File: src/ffba_pkg.sv
// ffba_pkg: shared constants, codes and types of the first-fit bitmap allocator
// bitmap geometry, command and status codes, register indexes, scan result type
// no dependencies
`default_nettype none

package ffba_pkg;

    // bitmap geometry
    localparam int MAX_SLOTS = 32768;
    localparam int WORD_BITS = 32;
    localparam int MAP_WORDS = MAX_SLOTS / WORD_BITS;
    localparam int WORD_AW   = $clog2(MAP_WORDS);
    localparam int BIT_W     = $clog2(WORD_BITS);

    // field widths
    localparam int BLOCK_W   = 32;
    localparam int SLOT_W    = 15;
    localparam int COUNT_W   = 16;
    localparam int STATUS_W  = 2;
    localparam int CFG_IDX_W = 1;
    localparam int CFG_DATA_W = 32;

    localparam logic [COUNT_W:0] MAX_SLOTS_CNT = (COUNT_W + 1)'(MAX_SLOTS);

    typedef logic [WORD_BITS-1:0] map_word_t;
    typedef logic [WORD_AW-1:0]   word_addr_t;
    typedef logic [BIT_W-1:0]     bit_idx_t;

    typedef enum logic [0:0] {
        CMD_ALLOC   = 1'b0,
        CMD_RESERVE = 1'b1
    } cmd_t;

    typedef enum logic [STATUS_W-1:0] {
        STATUS_OK    = 2'd0,
        STATUS_FULL  = 2'd1,
        STATUS_RANGE = 2'd2
    } status_t;

    typedef enum logic [CFG_IDX_W-1:0] {
        REG_BASE_BLOCK   = 1'b0,
        REG_SLOTS_IN_USE = 1'b1
    } cfg_reg_t;

    // result of one word check
    typedef struct packed {
        logic     found;
        bit_idx_t bit_idx;
    } scan_res_t;

endpackage

`default_nettype wire

File: src/ffba_scan.sv
// ffba_scan: finds the lowest free bit of one bitmap word
// bits past the usable count in the last word count as used; needs ffba_pkg
`default_nettype none

module ffba_scan (
    input  wire logic                        is_last,
    input  wire ffba_pkg::bit_idx_t          last_bit,
    input  wire ffba_pkg::map_word_t         word,
    output ffba_pkg::scan_res_t              res
);
    import ffba_pkg::*;

    map_word_t free_bits;

    always_comb
    begin
        for (int b = 0; b < WORD_BITS; b++)
        begin
            free_bits[b] = !word[b] && (!is_last || (BIT_W'(b) <= last_bit));
        end
    end

    // priority encode, lowest free bit wins
    always_comb
    begin
        res.found   = |free_bits;
        res.bit_idx = '0;
        for (int b = WORD_BITS - 1; b >= 0; b--)
        begin
            if (free_bits[b])
            begin
                res.bit_idx = BIT_W'(b);
            end
        end
    end

endmodule

`default_nettype wire

File: config.mk
export PLATFORM = sky130hd
export DESIGN_NAME = ffba_scan
export DESIGN_NICKNAME = d
export VERILOG_FILES = /design/src/ffba_pkg.sv /design/src/ffba_scan.sv
export SDC_FILE = /design/constraint.sdc
export NUM_CORES = 1
export LEC_CHECK = 0
export ABC_AREA = 1
export BUFFER_PORTS_ARGS = -buffer_cell sky130_fd_sc_hd__buf_2
export CORE_ASPECT_RATIO = 1.4
export CORE_MARGIN = 5
export CORE_UTILIZATION = 45
export DETAILED_ROUTE_END_ITERATION = 10
export GPL_TIMING_DRIVEN = 0
export PLACE_DENSITY = 0.79
export SLEW_MARGIN = 20
export SYNTH_ARGS = -nofsm -noshare
export SYNTH_HDL_FRONTEND = slang
export SYNTH_SLANG_ARGS = --single-unit
File: constraint.sdc
create_clock -name vclk -period 9.8
set_input_delay 2.45 -clock vclk [all_inputs]
set_output_delay 2.45 -clock vclk [all_outputs]
set_load 0.02 [all_outputs]
==> impl_metrics.json <==
{
  "ctsHoldBuffers": 0,
  "gp_congestion": 0.892,
  "slowest_stage": "buf_2",
  "post-route-util_pct": 58.0,
  "tns_ns": 0,
  "grt_pass1_vias": 1109,
  "vdd_ir_drop_max_mv": 0.0193,
  "viasPerCell": 5.09,
  "final.period_utilization_pct": 72.5,
  "hpwl_microns": 2250,
  "powerDensity_mw_per_mm2": 43.4,
  "antenna_found_initial": 0,
  "post-cts-setup-buffer-count": 0,
  "vias": 1262,
  "routed_wl_microns": 2550,
  "max-slew-margin-rel_pct": 71.4,
  "yosys_warnings": 0,
  "drive_above_1_share_pct": 26.9,
  "cp.required_ns": 7.35,
  "power_uw": 48.5,
  "cts-resized-gates": 0,
  "synth-seq-area-share_pct": 0,
  "syn_area_per_cell_sq_um": 4.75,
  "clock_buffers": 0,
  "nNetsFinal": 267,
  "critical-path-max-stage-delay_ns": 0.17,
  "area_delta_synth_final_pct": 26.9,
  "dieArea_sq_mm": 0.00295,
  "initial_core_util_pct": 45.7,
  "seq_cells": 0,
  "core_sq_mm": 0.00193,
  "regArea_sq_um": 0,
  "drt_iter0_markers": 20,
  "synth_cells": 185,
  "detail_route.wl_per_cell_microns": 10.3,
  "die_h_microns": 62.3,
  "grt_usage_pct": 17.1,
  "rows": 19,
  "drv_slew": 0,
  "die_x_microns": 47.4,
  "worstSetupStartpointType": "input port",
  "grt_max_degree": 11,
  "pin_count": 44,
  "firstDrtPassIters": 4,
  "syn-num-nets": 223,
  "finalSetupViolCount": 0,
  "status": "finished, final reports clean",
  "worstMarginPinSlew_ns": 0.426,
  "crit_fanout": 6,
  "post-route-min-period_ns": 7.10,
  "fmax_ghz": 0.141,
  "synthDistinctLibCells": 28,
  "rsz0062_at_grt": "no",
  "finalHoldViolCount": 0,
  "drv_cap": 0,
  "antenna_left": 0,
  "leakage_uw": 0.000688,
  "end_kind": "output pin",
  "port_buffers": 42,
  "drc": 0,
  "hold_path_class": "input port to output pin",
  "worstPathArrival_ns": 4.65,
  "grt_pass1_wl_microns": 4110,
  "path_class": "input port to output pin",
  "crit_top_cell": "nand2_1",
  "diodes": 0,
  "gr-total-overflow": 0,
  "syn_area_sq_um": 880,
  "finalHoldWorstSlack_ns": 5.24
}
[cell families (layout without fill, tap and decap cells)]
kind of cell / Yosys count / after routing / synth area share [%]
AND/OR/NAND/NOR: 110 / 110 / 51.6
buffers and inverters: 39 / 81 / 19.2
AO/OA/AOI/OAI: 36 / 36 / 29.2
[per-stage QoR]
step | instance area (sq um) | cells | worst slack [ns]
after floorplan | 880 | 185 | 3.00
after global placement | 1120 | 248 | 2.72
after detailed placement | 1120 | 248 | 2.69
after CTS | 1120 | 248 | 2.69
after global routing | 1120 | 248 | 2.37
final | 1120 | 248 | 2.70
[area by class of cell]
cell class         count  area, sq um
well taps             21         26.3
fillers              241          810
plain buffers          3         33.8
inverters             36          135
multi-input cells    146          711
repair buffers        42          210
[report_power, final]
| part | switching [uW] | internal, uW | total (uW) |
|---|---|---|---|
| logic | 28.5 | 19.9 | 48.5 |
| registers | 0 | 0 | 0 |
| clock network | 0 | 0 | 0 |
| total | 28.5 | 19.9 | 48.5 |
[Yosys cell counts]
| cell | instances | area share, % |
|---|---|---|
| a211o_2 | 1 | 1.1 |
| o211ai_1 | 1 | 0.85 |
| nor2_1 | 29 | 12 |
| o21bai_4 | 1 | 2.1 |
| o211ai_2 | 1 | 1.4 |
| a31oi_1 | 3 | 2.1 |
| a41oi_1 | 1 | 1.0 |
| a21o_2 | 1 | 1.0 |
| nand2_2 | 3 | 2.1 |
| inv_2 | 2 | 0.85 |
| inv_1 | 34 | 15 |
| or2_2 | 1 | 0.71 |
| o21ai_0 | 2 | 1.1 |
| nor2_2 | 1 | 0.71 |
| nand3_1 | 8 | 4.6 |
| a21oi_1 | 13 | 7.4 |
| o21ai_2 | 1 | 1.0 |
| a21o_1 | 1 | 0.85 |
| a21oi_2 | 2 | 2.0 |
| buf_6 | 3 | 3.8 |
| o21bai_1 | 4 | 3.4 |
| nand2_1 | 58 | 25 |
| nand4_1 | 3 | 2.1 |
| a31o_2 | 2 | 2.0 |
| o31ai_1 | 1 | 0.85 |
| nor4_1 | 2 | 1.4 |
| nor3_1 | 5 | 2.8 |
| o21a_1 | 1 | 0.85 |
[cell usage in the layout, fill, tap and decap left out, types with 3 or more instances in the layout]
master / Yosys / routed
nand2_2: 3 / 3
buf_6: 3 / 3
inv_1: 34 / 34
a21oi_1: 13 / 13
nand2_1: 58 / 58
nand3_1: 8 / 8
nor2_1: 29 / 29
a31oi_1: 3 / 3
nand4_1: 3 / 3
nor3_1: 5 / 5
o21bai_1: 4 / 4
buf_2: 0 / 42
[worst max-delay path: cells and delay by family]
family	cells	cell delay, ns
compound gates	1	0.10
buf+inv	2	0.31
simple gates	32	1.80
[metal layers]
| layer | routed length, microns | track usage (%) |
|---|---|---|
| met1 | 998 | 19.7 |
| met2 | 1350 | 32.2 |
| met3 | 161 | 0.578 |
| met4 | 39 | 3.11 |
| met5 | 0 | 0 |
[final timing paths]
path,startpoint,to,slack [ns],cells past startpoint
worst max-delay path,last_bit[3],res[0],2.70,35
worst min-delay path,word[0],res[0],5.24,4
Note: power is estimated with default switching activity, not from simulation.
